`src/csq_pkg.sv`:
```
// Shared types and constants for the counting semaphore block.
// Holds request/response beat structs, codes, controller state and command types.
// No dependencies.
`default_nettype none

package csq_pkg;

  localparam int NUM_SEMS_DEF   = 8;
  localparam int WAIT_DEPTH_DEF = 32;

  localparam int ACTION_W = 2;
  localparam int INDEX_W  = 3;
  localparam int COUNT_W  = 8;
  localparam int PID_W    = 5;
  localparam int STATUS_W = 2;

  localparam logic [COUNT_W-1:0] COUNT_MAX = '1;

  localparam logic [ACTION_W-1:0] ACT_CREATE = 2'd0;
  localparam logic [ACTION_W-1:0] ACT_LOCK   = 2'd1;
  localparam logic [ACTION_W-1:0] ACT_UNLOCK = 2'd2;
  localparam logic [ACTION_W-1:0] ACT_NOP    = 2'd3;

  localparam logic [STATUS_W-1:0] ST_OK          = 2'd0;
  localparam logic [STATUS_W-1:0] ST_NO_SEM      = 2'd1;
  localparam logic [STATUS_W-1:0] ST_FULL        = 2'd2;
  localparam logic [STATUS_W-1:0] ST_NOT_CREATED = 2'd3;

  typedef struct packed {
    logic [ACTION_W-1:0] action;
    logic [INDEX_W-1:0]  sem_index;
    logic [COUNT_W-1:0]  initial_count;
    logic [PID_W-1:0]    caller_pid;
  } req_t;

  typedef struct packed {
    logic [STATUS_W-1:0] status;
    logic [INDEX_W-1:0]  assigned_index;
    logic                caller_blocked;
    logic                woken_valid;
    logic [PID_W-1:0]    woken_pid;
  } rsp_t;

  typedef enum logic [1:0] {
    ST_IDLE,
    ST_EXEC,
    ST_WAKE,
    ST_HOLD
  } state_t;

  typedef enum logic [1:0] {
    SRC_EXEC,
    SRC_WAKE,
    SRC_HOLD
  } load_src_t;

  typedef struct packed {
    logic      start;
    logic      exec;
    logic      wake;
    logic      load;
    load_src_t src;
  } cmd_t;

  typedef struct packed {
    logic wake_needed;
  } stat_t;

endpackage

`default_nettype wire

```
`src/csq_ctrl.sv`:
```
// Controller state machine for the counting semaphore block.
// Sequences record fetch, execute, waiter fetch and response load; owns rsp_valid.
// Depends on csq_pkg.
`default_nettype none

module csq_ctrl (
  input  wire logic           clk,
  input  wire logic           rst,
  input  wire logic           req_valid,
  output logic                req_ready,
  output logic                rsp_valid,
  input  wire logic           rsp_ready,
  input  wire csq_pkg::stat_t stat,
  output csq_pkg::cmd_t       cmd
);
  import csq_pkg::*;

  state_t state;
  state_t state_next;
  logic   out_free;

  assign out_free  = !rsp_valid || rsp_ready;
  assign req_ready = (state == ST_IDLE);

  always_ff @(posedge clk) begin
    if (rst) begin
      state <= ST_IDLE;
    end else begin
      state <= state_next;
    end
  end

  always_ff @(posedge clk) begin
    if (rst) begin
      rsp_valid <= 1'b0;
    end else if (cmd.load) begin
      rsp_valid <= 1'b1;
    end else if (rsp_ready) begin
      rsp_valid <= 1'b0;
    end
  end

  always_comb begin
    state_next = state;
    case (state)
      ST_IDLE: begin
        if (req_valid) begin
          state_next = ST_EXEC;
        end
      end
      ST_EXEC: begin
        if (stat.wake_needed) begin
          state_next = ST_WAKE;
        end else if (out_free) begin
          state_next = ST_IDLE;
        end else begin
          state_next = ST_HOLD;
        end
      end
      ST_WAKE: begin
        if (out_free) begin
          state_next = ST_IDLE;
        end else begin
          state_next = ST_HOLD;
        end
      end
      ST_HOLD: begin
        if (out_free) begin
          state_next = ST_IDLE;
        end
      end
      default: begin
        state_next = ST_IDLE;
      end
    endcase
  end

  always_comb begin
    cmd = '{start: 1'b0, exec: 1'b0, wake: 1'b0, load: 1'b0, src: SRC_HOLD};
    case (state)
      ST_IDLE: begin
        cmd.start = req_valid;
      end
      ST_EXEC: begin
        cmd.exec = 1'b1;
        cmd.src  = SRC_EXEC;
        cmd.load = !stat.wake_needed && out_free;
      end
      ST_WAKE: begin
        cmd.wake = 1'b1;
        cmd.src  = SRC_WAKE;
        cmd.load = out_free;
      end
      ST_HOLD: begin
        cmd.src  = SRC_HOLD;
        cmd.load = out_free;
      end
      default: begin
        cmd.src = SRC_HOLD;
      end
    endcase
  end

endmodule

`default_nettype wire

```
`src/csq_dp.sv`:
```
// Datapath for the counting semaphore block: semaphore record memory,
// waiter memory, allocation counter, result and response registers.
// Depends on csq_pkg; driven by csq_ctrl commands.
`default_nettype none

module csq_dp #(
  parameter int NUM_SEMS   = csq_pkg::NUM_SEMS_DEF,
  parameter int WAIT_DEPTH = csq_pkg::WAIT_DEPTH_DEF
) (
  input  wire logic          clk,
  input  wire logic          rst,
  input  wire csq_pkg::req_t req,
  input  wire csq_pkg::cmd_t cmd,
  output csq_pkg::stat_t     stat,
  output csq_pkg::rsp_t      rsp
);
  import csq_pkg::*;

  localparam int SW = (NUM_SEMS > 1) ? $clog2(NUM_SEMS) : 1;
  localparam int NW = $clog2(NUM_SEMS + 1);
  localparam int CW = (NW > INDEX_W) ? NW : INDEX_W;
  localparam int EW = (SW > INDEX_W) ? SW : INDEX_W;
  localparam int HW = (WAIT_DEPTH > 1) ? $clog2(WAIT_DEPTH) : 1;
  localparam int FW = $clog2(WAIT_DEPTH + 1);
  localparam int TOTAL = NUM_SEMS * WAIT_DEPTH;
  localparam int AW = (TOTAL > 1) ? $clog2(TOTAL) : 1;

  typedef struct packed {
    logic [COUNT_W-1:0] count;
    logic [HW-1:0]      head;
    logic [FW-1:0]      fill;
  } rec_t;

  rec_t             rec_mem [NUM_SEMS];
  logic [PID_W-1:0] waiter_mem [TOTAL];

  rec_t             rec_q;
  req_t             req_q;
  logic [PID_W-1:0] wpid_q;
  logic [NW-1:0]    next_free;
  rsp_t             res;

  logic [SW-1:0]    rd_sem;
  logic [SW-1:0]    cur_sem;
  logic             created;
  logic             sems_left;

  rsp_t             exec_res;
  rsp_t             wake_res;
  rsp_t             load_res;
  logic             rec_we;
  logic [SW-1:0]    rec_waddr;
  rec_t             rec_wdata;
  logic             w_we;
  logic             w_re;
  logic [HW-1:0]    w_slot;
  logic [AW-1:0]    w_addr;
  logic             alloc;
  logic [HW:0]      tail_sum;
  logic [HW-1:0]    tail;
  logic [HW-1:0]    head_adv;

  assign rd_sem    = SW'(EW'(req.sem_index));
  assign cur_sem   = SW'(EW'(req_q.sem_index));
  assign created   = CW'(req_q.sem_index) < CW'(next_free);
  assign sems_left = next_free != NW'(NUM_SEMS);

  assign tail_sum = (HW + 1)'(rec_q.head) + (HW + 1)'(rec_q.fill);
  assign tail     = (tail_sum >= (HW + 1)'(WAIT_DEPTH))
                  ? HW'(tail_sum - (HW + 1)'(WAIT_DEPTH)) : HW'(tail_sum);
  assign head_adv = ((HW + 1)'(rec_q.head) + 1'b1 == (HW + 1)'(WAIT_DEPTH))
                  ? '0 : HW'(rec_q.head + 1'b1);

  always_comb begin
    exec_res         = '0;
    exec_res.status  = ST_OK;
    rec_we           = 1'b0;
    rec_waddr        = cur_sem;
    rec_wdata        = rec_q;
    w_we             = 1'b0;
    w_re             = 1'b0;
    w_slot           = tail;
    alloc            = 1'b0;
    stat.wake_needed = 1'b0;
    if (req_q.action == ACT_CREATE) begin
      if (!sems_left) begin
        exec_res.status = ST_NO_SEM;
      end else begin
        alloc                   = 1'b1;
        rec_we                  = 1'b1;
        rec_waddr               = SW'(next_free);
        rec_wdata.count         = req_q.initial_count;
        rec_wdata.head          = '0;
        rec_wdata.fill          = '0;
        exec_res.assigned_index = INDEX_W'(next_free);
      end
    end else if (req_q.action == ACT_LOCK || req_q.action == ACT_UNLOCK) begin
      if (!created) begin
        exec_res.status = ST_NOT_CREATED;
      end else if (req_q.action == ACT_LOCK) begin
        if (rec_q.count != '0) begin
          rec_we          = 1'b1;
          rec_wdata.count = rec_q.count - 1'b1;
        end else if (rec_q.fill == FW'(WAIT_DEPTH)) begin
          exec_res.status = ST_FULL;
        end else begin
          rec_we                  = 1'b1;
          rec_wdata.fill          = rec_q.fill + 1'b1;
          w_we                    = 1'b1;
          exec_res.caller_blocked = 1'b1;
        end
      end else begin
        if (rec_q.fill == '0) begin
          rec_we = 1'b1;
          if (rec_q.count != COUNT_MAX) begin
            rec_wdata.count = rec_q.count + 1'b1;
          end
        end else begin
          rec_we               = 1'b1;
          rec_wdata.head       = head_adv;
          rec_wdata.fill       = rec_q.fill - 1'b1;
          w_re                 = 1'b1;
          w_slot               = rec_q.head;
          exec_res.woken_valid = 1'b1;
          stat.wake_needed     = 1'b1;
        end
      end
    end
  end

  assign w_addr = AW'(cur_sem) * AW'(WAIT_DEPTH) + AW'(w_slot);

  always_comb begin
    wake_res           = res;
    wake_res.woken_pid = wpid_q;
  end

  always_comb begin
    case (cmd.src)
      SRC_EXEC: load_res = exec_res;
      SRC_WAKE: load_res = wake_res;
      SRC_HOLD: load_res = res;
      default:  load_res = res;
    endcase
  end

  always_ff @(posedge clk) begin
    if (cmd.start) begin
      req_q <= req;
      rec_q <= rec_mem[rd_sem];
    end
    if (cmd.exec && rec_we) begin
      rec_mem[rec_waddr] <= rec_wdata;
    end
  end

  always_ff @(posedge clk) begin
    if (cmd.exec && w_we) begin
      waiter_mem[w_addr] <= req_q.caller_pid;
    end
    if (cmd.exec && w_re) begin
      wpid_q <= waiter_mem[w_addr];
    end
  end

  always_ff @(posedge clk) begin
    if (rst) begin
      next_free <= '0;
    end else if (cmd.exec && alloc) begin
      next_free <= next_free + 1'b1;
    end
  end

  always_ff @(posedge clk) begin
    if (cmd.exec) begin
      res <= exec_res;
    end else if (cmd.wake) begin
      res <= wake_res;
    end
    if (cmd.load) begin
      rsp <= load_res;
    end
  end

endmodule

`default_nettype wire

```
`src/counting_semaphore_wait_queues_top.sv`:
```
// Counting semaphores with FIFO wait queues. A request is taken only while the
// block is idle; its response beat is loaded in the execute state for create, lock
// and unlock with no waiter, in the wake state for an unlock that wakes a waiter,
// or in the hold state while the output stalls. The load follows the registered
// read of the per-semaphore record memory (count, head, fill) and, on a wake, the
// registered read of the waiter memory. The next request is taken the cycle after
// the response is loaded, never earlier; the response register lets a request be
// taken while the previous response still waits, and a stalled response holds
// the block before its own load. No clearing pass follows reset.
// Depends on csq_pkg, csq_ctrl and csq_dp.
`default_nettype none

module counting_semaphore_wait_queues_top #(
  parameter int NUM_SEMS   = csq_pkg::NUM_SEMS_DEF,
  parameter int WAIT_DEPTH = csq_pkg::WAIT_DEPTH_DEF
) (
  input  wire logic          clk,
  input  wire logic          rst,
  input  wire logic          req_valid,
  output logic               req_ready,
  input  wire csq_pkg::req_t req,
  output logic               rsp_valid,
  input  wire logic          rsp_ready,
  output csq_pkg::rsp_t      rsp
);
  import csq_pkg::*;

  cmd_t  cmd;
  stat_t stat;

  csq_ctrl u_ctrl (
    .clk       (clk),
    .rst       (rst),
    .req_valid (req_valid),
    .req_ready (req_ready),
    .rsp_valid (rsp_valid),
    .rsp_ready (rsp_ready),
    .stat      (stat),
    .cmd       (cmd)
  );

  csq_dp #(
    .NUM_SEMS   (NUM_SEMS),
    .WAIT_DEPTH (WAIT_DEPTH)
  ) u_dp (
    .clk  (clk),
    .rst  (rst),
    .req  (req),
    .cmd  (cmd),
    .stat (stat),
    .rsp  (rsp)
  );

endmodule

`default_nettype wire
```
`config.mk`:
```
export PLATFORM = sky130hd
export DESIGN_NAME = counting_semaphore_wait_queues_top
export DESIGN_NICKNAME = d
export VERILOG_FILES = /design/src/csq_pkg.sv /design/src/csq_ctrl.sv /design/src/csq_dp.sv /design/src/counting_semaphore_wait_queues_top.sv
export SDC_FILE = /design/constraint.sdc
export NUM_CORES = 2
export LEC_CHECK = 0
export BUFFER_PORTS_ARGS = -buffer_cell sky130_fd_sc_hd__buf_4
export CORE_MARGIN = 3
export CORE_UTILIZATION = 50
export CTS_CLUSTER_DIAMETER = 30
export DETAILED_ROUTE_END_ITERATION = 8
export GPL_ROUTABILITY_DRIVEN = 0
export PLACE_DENSITY = 0.65
export SETUP_SLACK_MARGIN = 0.1
export SYNTH_ARGS = -nofsm -noshare
export SYNTH_HDL_FRONTEND = slang
export SYNTH_SLANG_ARGS = --single-unit
```
`constraint.sdc`:
```
create_clock -name clk -period 5.8 [get_ports clk]
set_input_delay 0.58 -clock clk [delete_from_list [all_inputs] [get_ports clk]]
set_output_delay 0.58 -clock clk [all_outputs]
set_load 0.02 [all_outputs]
```
## Yosys cells after proc, flatten, opt, wreduce, memory -nomap -nowiden

Memory sizes are Yosys's and may differ from the RTL's. A register that Yosys moved wholly into a read port is not among the register bits.
Index checks and enable logic that the tools add are counted.

| operators by class | value |
|---|---|
| $add $sub $neg | 10 |
| magnitude comparators | 2 |
| eq/ne operators | 12 |
| multiplexer cells | 70 |
| reductions and logical operators | 16 |

Operators with widths:

| operator | number |
|---|---|
| 19-bit 2-to-1 mux | 4 |
| 5-bit 2-to-1 mux | 9 |
| 8-bit 2-to-1 mux | 4 |
| 1-bit 2-to-1 mux | 28 |
| 2-bit 2-to-1 mux | 13 |
| 12-bit case mux with 2 select lines | 1 |
| 6-bit 2-to-1 mux | 3 |
| 6-bit equality test, second input constant | 2 |
| 12-bit 2-to-1 mux | 1 |
| 3-bit 2-to-1 mux | 4 |
| 11-bit 2-to-1 mux | 1 |
| 3-bit case mux with 3 select lines | 1 |
| 8-bit by 1-bit adder with 8-bit output, second input constant | 1 |
| 8-bit by 5-bit adder with 8-bit output | 1 |
| 8-bit != test, second input constant | 1 |
| 2-bit case mux with 4 select lines | 1 |
| 8-bit nonzero test | 1 |
| 8-bit by 1-bit subtractor with 8-bit output, second input constant | 1 |
| 5-bit by 1-bit adder with 6-bit output, second input constant | 1 |
| 5-bit by 6-bit adder with 6-bit output | 1 |
| 6-bit by 1-bit adder with 6-bit output, second input constant | 1 |
| 2-bit by 1-bit equality test with 1-bit output, second input constant | 3 |
| 2-bit equality test, second input constant | 3 |
| 6-bit >= comparator, second input constant | 1 |
| 15 further kinds | 23 |

| word-level totals | value |
|---|---|
| register bits after elaboration | 49 |
| RAM bits | 1432 |
| output and inout port bits | 14 |
| logic and storage cells | 129 |
| memories kept | 2 |

Memory list:

| memory | words | width | read ports | clocked after Yosys merged registers in | wr ports | line | text |
|---|---|---|---|---|---|---|---|
| u_dp.waiter_mem | 256 | 5 | 1 | 1 | 1 | csq_dp.sv:35 | `logic [PID_W-1:0] waiter_mem [TOTAL];` |
| u_dp.rec_mem | 8 | 19 | 1 | 1 | 1 | csq_dp.sv:34 | `rec_t rec_mem [NUM_SEMS];` |

## Longest topological paths before layout

| depth | value |
|---|---|
| depth after elaboration | 11 |
| gate-level depth with buffers | 18 |
| depth with buffers taken out | 12 |

## Cells and area by module

Synthesis repeated with hierarchy kept, for this count alone.

| unflattened totals | value |
|---|---|
| cell total of the unflattened synthesis | 3474 |
| area total of the unflattened synthesis | 60142.7 um^2 |

Modules (own cells, without submodules):

| module | times used | cells each | area an instance (um^2) |
|---|---|---|---|
| csq_dp | 1 | 3443 | 59873.7 |
| csq_ctrl | 1 | 31 | 269.0 |

## Least setup slack after synthesis

OpenSTA, ideal clock, no wires.

| path | value |
|---|---|
| path kind | reg-to-reg |
| start point | register u_dp.rec_q[1] (netlist name) |
| end point | register u_dp.rsp[0] (netlist name) |
| arrival time | 3.693 ns |
| slack | 1.704 ns |
| stages on the path, launching flop included | 12 |
| buffers on the path | 4 |
| period minus slack after synthesis | 4.096 ns |
| cell sequence | edfxtp_1 -> inv_1 -> ha_1 -> or3b_4 -> o31ai_4 -> a21o_1 -> buf_4 -> buf_2 -> buf_1 -> buf_2 -> a21oi_1 -> a211oi_1 |

## Final worst setup path

| path | value |
|---|---|
| start point | register u_dp.req_q[16] in the netlist's numbering |
| end point | register u_dp.wpid_q[1] (read register of u_dp.waiter_mem) (data pin) |

| between the ends | value |
|---|---|
| cells in the longest elaborated chain, start to end | 6 |

RTL lines:

| item | line | text |
|---|---|---|
| start: declaration | csq_dp.sv:38 | `req_t req_q;` |
| start signal: assignment | csq_dp.sv:149 | `req_q <= req;` |
| 2-bit by 1-bit equality test with 1-bit output | csq_dp.sv:97, csq_dp.sv:100 |  |
| 5-bit 2-to-1 mux / 1-bit 2-to-1 mux (equally long branches) | csq_dp.sv:100 | `end else if (req_q.action == ACT_LOCK) begin` |
| 5-bit 2-to-1 mux / 1-bit 2-to-1 mux (equally long branches) | csq_dp.sv:98 | `if (!created) begin` |
| 5-bit 2-to-1 mux / 1-bit 2-to-1 mux (equally long branches) | csq_dp.sv:97 | `end else if (req_q.action == ACT_LOCK \|\| req_q.action == ACT_UNLOCK) begin` |
| 5-bit 2-to-1 mux / 1-bit 2-to-1 mux (equally long branches) | csq_dp.sv:85 | `if (req_q.action == ACT_CREATE) begin` |
| 8-bit by 5-bit adder with 8-bit output / 1-bit logical AND (equally long branches) | csq_dp.sv:131, csq_dp.sv:161 |  |
| end: declaration | csq_dp.sv:39 | `logic [PID_W-1:0] wpid_q;` |

Parallel ways exist; a longest one is shown, timed or not.
A chain may end at the register's enable or synchronous reset.

==> summary.txt <==
Post-synth ARST share - 0%
Syn Nets - 4444
Ys Warns - 0
Mapped cell area - 0.0614 mm2
RSZ-0062 raised after global routing - no
CP Capture Type - flip-flop
Largest cells by area after synthesis - edfxtp_1 (73%), nand2_1 (5.8%), nand3_1 (4.4%)
Pin count of the biggest net entering global routing - 200
Non-Filler Instances - 6488
Sink Count - 1505
Worst Setup Start Kind - flip-flop
Syn Inst Count - 4401
Post-CTS Resized - 0
Die width - 356 um
# nets final - 4696
Dpl ws - 0.492 ns
Drt drc - 0
Post-DP Area - 0.0641 mm2
Most common cell on crit path - buf_4
Wire per inst - 27.0 um
Remaining global-route overflow - 0
Synth area leader - edfxtp_1
CP peak stage delay - 0.79 ns
Area delta synth->final - 20.9%
Pre-Repair DR Iteration Count - 6
Fin area - 0.0742 mm2
Filler cells - 8649
Hold Fails Final Rpt - 0
Starting DRT DRC Count - 5308
Period utilization - 92.9%
Static leakage power - 25.2 nW
Status - completed
Min cycle time layout - 5.39 ns
TritonCTS clock tree - built
Hold Path Class - input port to flip-flop
Clock latency on the worst-skew pair - 0.88 ns
Final WL - 175000 um
Layout cells sized above 1 - 16.8%
Crit Path Class - flip-flop to flip-flop
Initial antenna violation count - 3
CTS buffer count - 307
Max Fclk - 186 MHz
Layout Skew - 0.0517 ns
Synth cell types - 78
PnR worst setup slack - 0.411 ns
Vias/cell - 6.16
First-pass GRT wire length - 257000 um
Slowest-stage cell, CP - o41ai_1
Power Density - 452 mW/mm2
CTS clk-pin slew, worst paths - 0.05 ns
Max Root-Sink Buffers - 4
Initial core utilization - 50.8%
Cell row count - 127
Worst endpoint required time - 6.41 ns
Total track usage - 27.4%
Avg Cell Area, Syn - 14.0 um2
Max Cap Viol - 0
Peak VDD IR - 284 uV
Worst-Margin Slew - 1.25 ns
DRT antenna net count - 0
Vias in the first global route - 39039
Relative slew slack - 16.8%
Post-synthesis sequential area ratio - 73.4%
Flops & latches, synth - 1505
CTS H-tree lvls - 5
Finish-stage setup viols - 0
Cells after DPL - 5940
I/O Pins - 36
CP cell instances - inv_1, ha_1, buf_4, nor2b_1, o21ai_1, a21o_2, a21oi_4, buf_12, buf_4, mux4_2, nand3_1, o311ai_0, o41ai_1, buf_4, o32ai_1
Hpwl dp - 104000 um
Top FF cell, synth - edfxtp_1
Post-synth top area share - 73.0%
Max-slew violation count - 0
Die H - 356 um
Setup tns final - 0 ns
Crit path max fanout - 33
Die Area - 0.127 mm2
Util after Layout - 61.4%
Worst path arrival time - 6.00 ns
Post-synth EDFFs - 1493
Total number of vias - 39945
Root Driver - clkbuf_16
# port buffers - 35
Post-CTS setup repair buffer count - 0
Core area - 0.121 mm2
[layout make-up]
class                           instances  area, um2  share of cell area [%]
Sequential cell                      1505      45100                    60.7
Multi-Input combinational cell       2566      15000                    20.2
Clock buffer                          348       7930                    10.7
Timing Repair Buffer                  222       2030                    2.74
Tap cell                             1612       2020                    2.72
Clock inverter                        183       2010                    2.71
Inverter                               51        191                   0.258
Antenna cell                            1       2.50                 0.00337
[worst paths after layout]
kind                  start          endpoint  slack (ns)  cells after the start
max          u_dp.req_q[16]    u_dp.wpid_q[1]        0.41                     15
min               rsp_ready  u_ctrl.rsp_valid        0.15                      3
max reg2reg  u_dp.req_q[16]    u_dp.wpid_q[1]        0.41                     15
min reg2reg     u_dp.res[3]       u_dp.res[3]        0.50                      2
[Yosys cell counts (7+ instances only)]
library cell and instances:
a2111oi_0 7, clkbuf_1 98, mux2_2 24, and2_1 10, o32ai_1 8, mux4_2 95
o22ai_1 9, o211ai_1 9, nand2_1 954, a21oi_1 56, nor2_1 328, and3_1 9
nand2b_1 7, nand4_1 50, a311oi_1 18, ha_1 20, a31oi_1 46, inv_1 49
o21ai_0 46, buf_2 131, nand3_1 535, edfxtp_1 1493, a41oi_1 22, buf_1 22
mux2i_1 97, nor4_1 11, dfxtp_1 12, a211oi_1 53, a32oi_1 23, buf_4 24
nor3_1 17, a221oi_1 9, a22oi_1 14
[timing repair]
item | in CTS | in global routing
endpoints found under the hold margin | 21 | 0
endpoints found under the setup margin | 0 | 0
hold buffers | 16 | 0
[layout by cell type (no fill, tap or decap), types with 20 or more instances in the layout]
cell type	instances
ha_1	20
clkbuf_1	36
clkinv_2	36
bufinv_16	35
a21oi_1	56
nor2_1	318
clkbuf_16	311
clkinvlp_4	26
o21ai_0	46
inv_6	20
a31oi_1	45
a41oi_1	22
inv_1	49
mux2i_1	94
a32oi_1	23
nand2_1	954
clkinv_1	43
buf_12	26
a211oi_1	52
mux4_2	95
nand4_1	50
buf_4	180
edfxtp_1	1493
mux2_2	24
nand3_1	535
[through the flow]
| step | hold WS (ns) | power (mW) |
|---|---|---|
| 6_report | 0.147 | 33.5 |
| 5_1_grt | 0.137 | 34.4 |
| 4_1_cts | 0.0928 | 33.6 |
| 3_5_place_dp | 0.491 | 16.7 |
| 3_3_place_gp | 0.474 | 16.7 |
| 2_1_floorplan | 0.460 | 14.9 |
[kinds of logic after synthesis]
| logic type | after synthesis | share of synthesized area (%) |
|---|---|---|
| XOR/XNOR | 10 | 0.143 |
| buffers and inverters | 330 | 2.48 |
| adder cells (fa/ha/maj) | 21 | 0.440 |
| multiplexers | 219 | 5.61 |
| AO/OA/AOI/OAI | 375 | 4.44 |
| flip-flops | 1505 | 73.4 |
| AND/OR/NAND/NOR | 1941 | 13.5 |
[critical path: cells and delay by family, from the launching register on]
family / cells / cell delay [ns]
AND/OR/NAND/NOR: 2 / 0.35
AO/OA/AOI/OAI: 6 / 2.51
buffers and inverters: 5 / 1.15
flip-flops: 1 / 0.35
multiplexers: 1 / 0.55
adder cells (fa/ha/maj): 1 / 0.20
[sequential cells by signal (all words and copies together), names as in the netlist]
register / cells
u_dp.rec_q: 19
u_ctrl.rsp_valid: 1
u_ctrl.state: 2
u_dp.cur_sem: 3
u_dp.waiter_mem: 1280
u_dp.req_q: 15
u_dp.rsp: 12
u_dp.rec_mem: 152
u_dp.res: 12
u_dp.wpid_q: 5
u_dp.next_free: 4
[layer usage]
metal	vias to the layer above	share of wire, %	track usage [%]
met5	-	0.0057	0
met4	2	3.7	11.1
met3	394	11	6.38
met2	2474	47	42.5
met1	19937	39	37.8
li1	17138	-	-
[power breakdown]
| group | internal [mW] | switching, mW | leakage, nW | total (mW) |
|---|---|---|---|---|
| Combinational | 1.29 | 3.18 | 6.88 | 4.47 |
| Sequential | 12.1 | 0.0484 | 13.5 | 12.2 |
| Clock | 11.3 | 5.58 | 4.79 | 16.9 |
No activity file was read; power rests on OpenSTA's default activity.
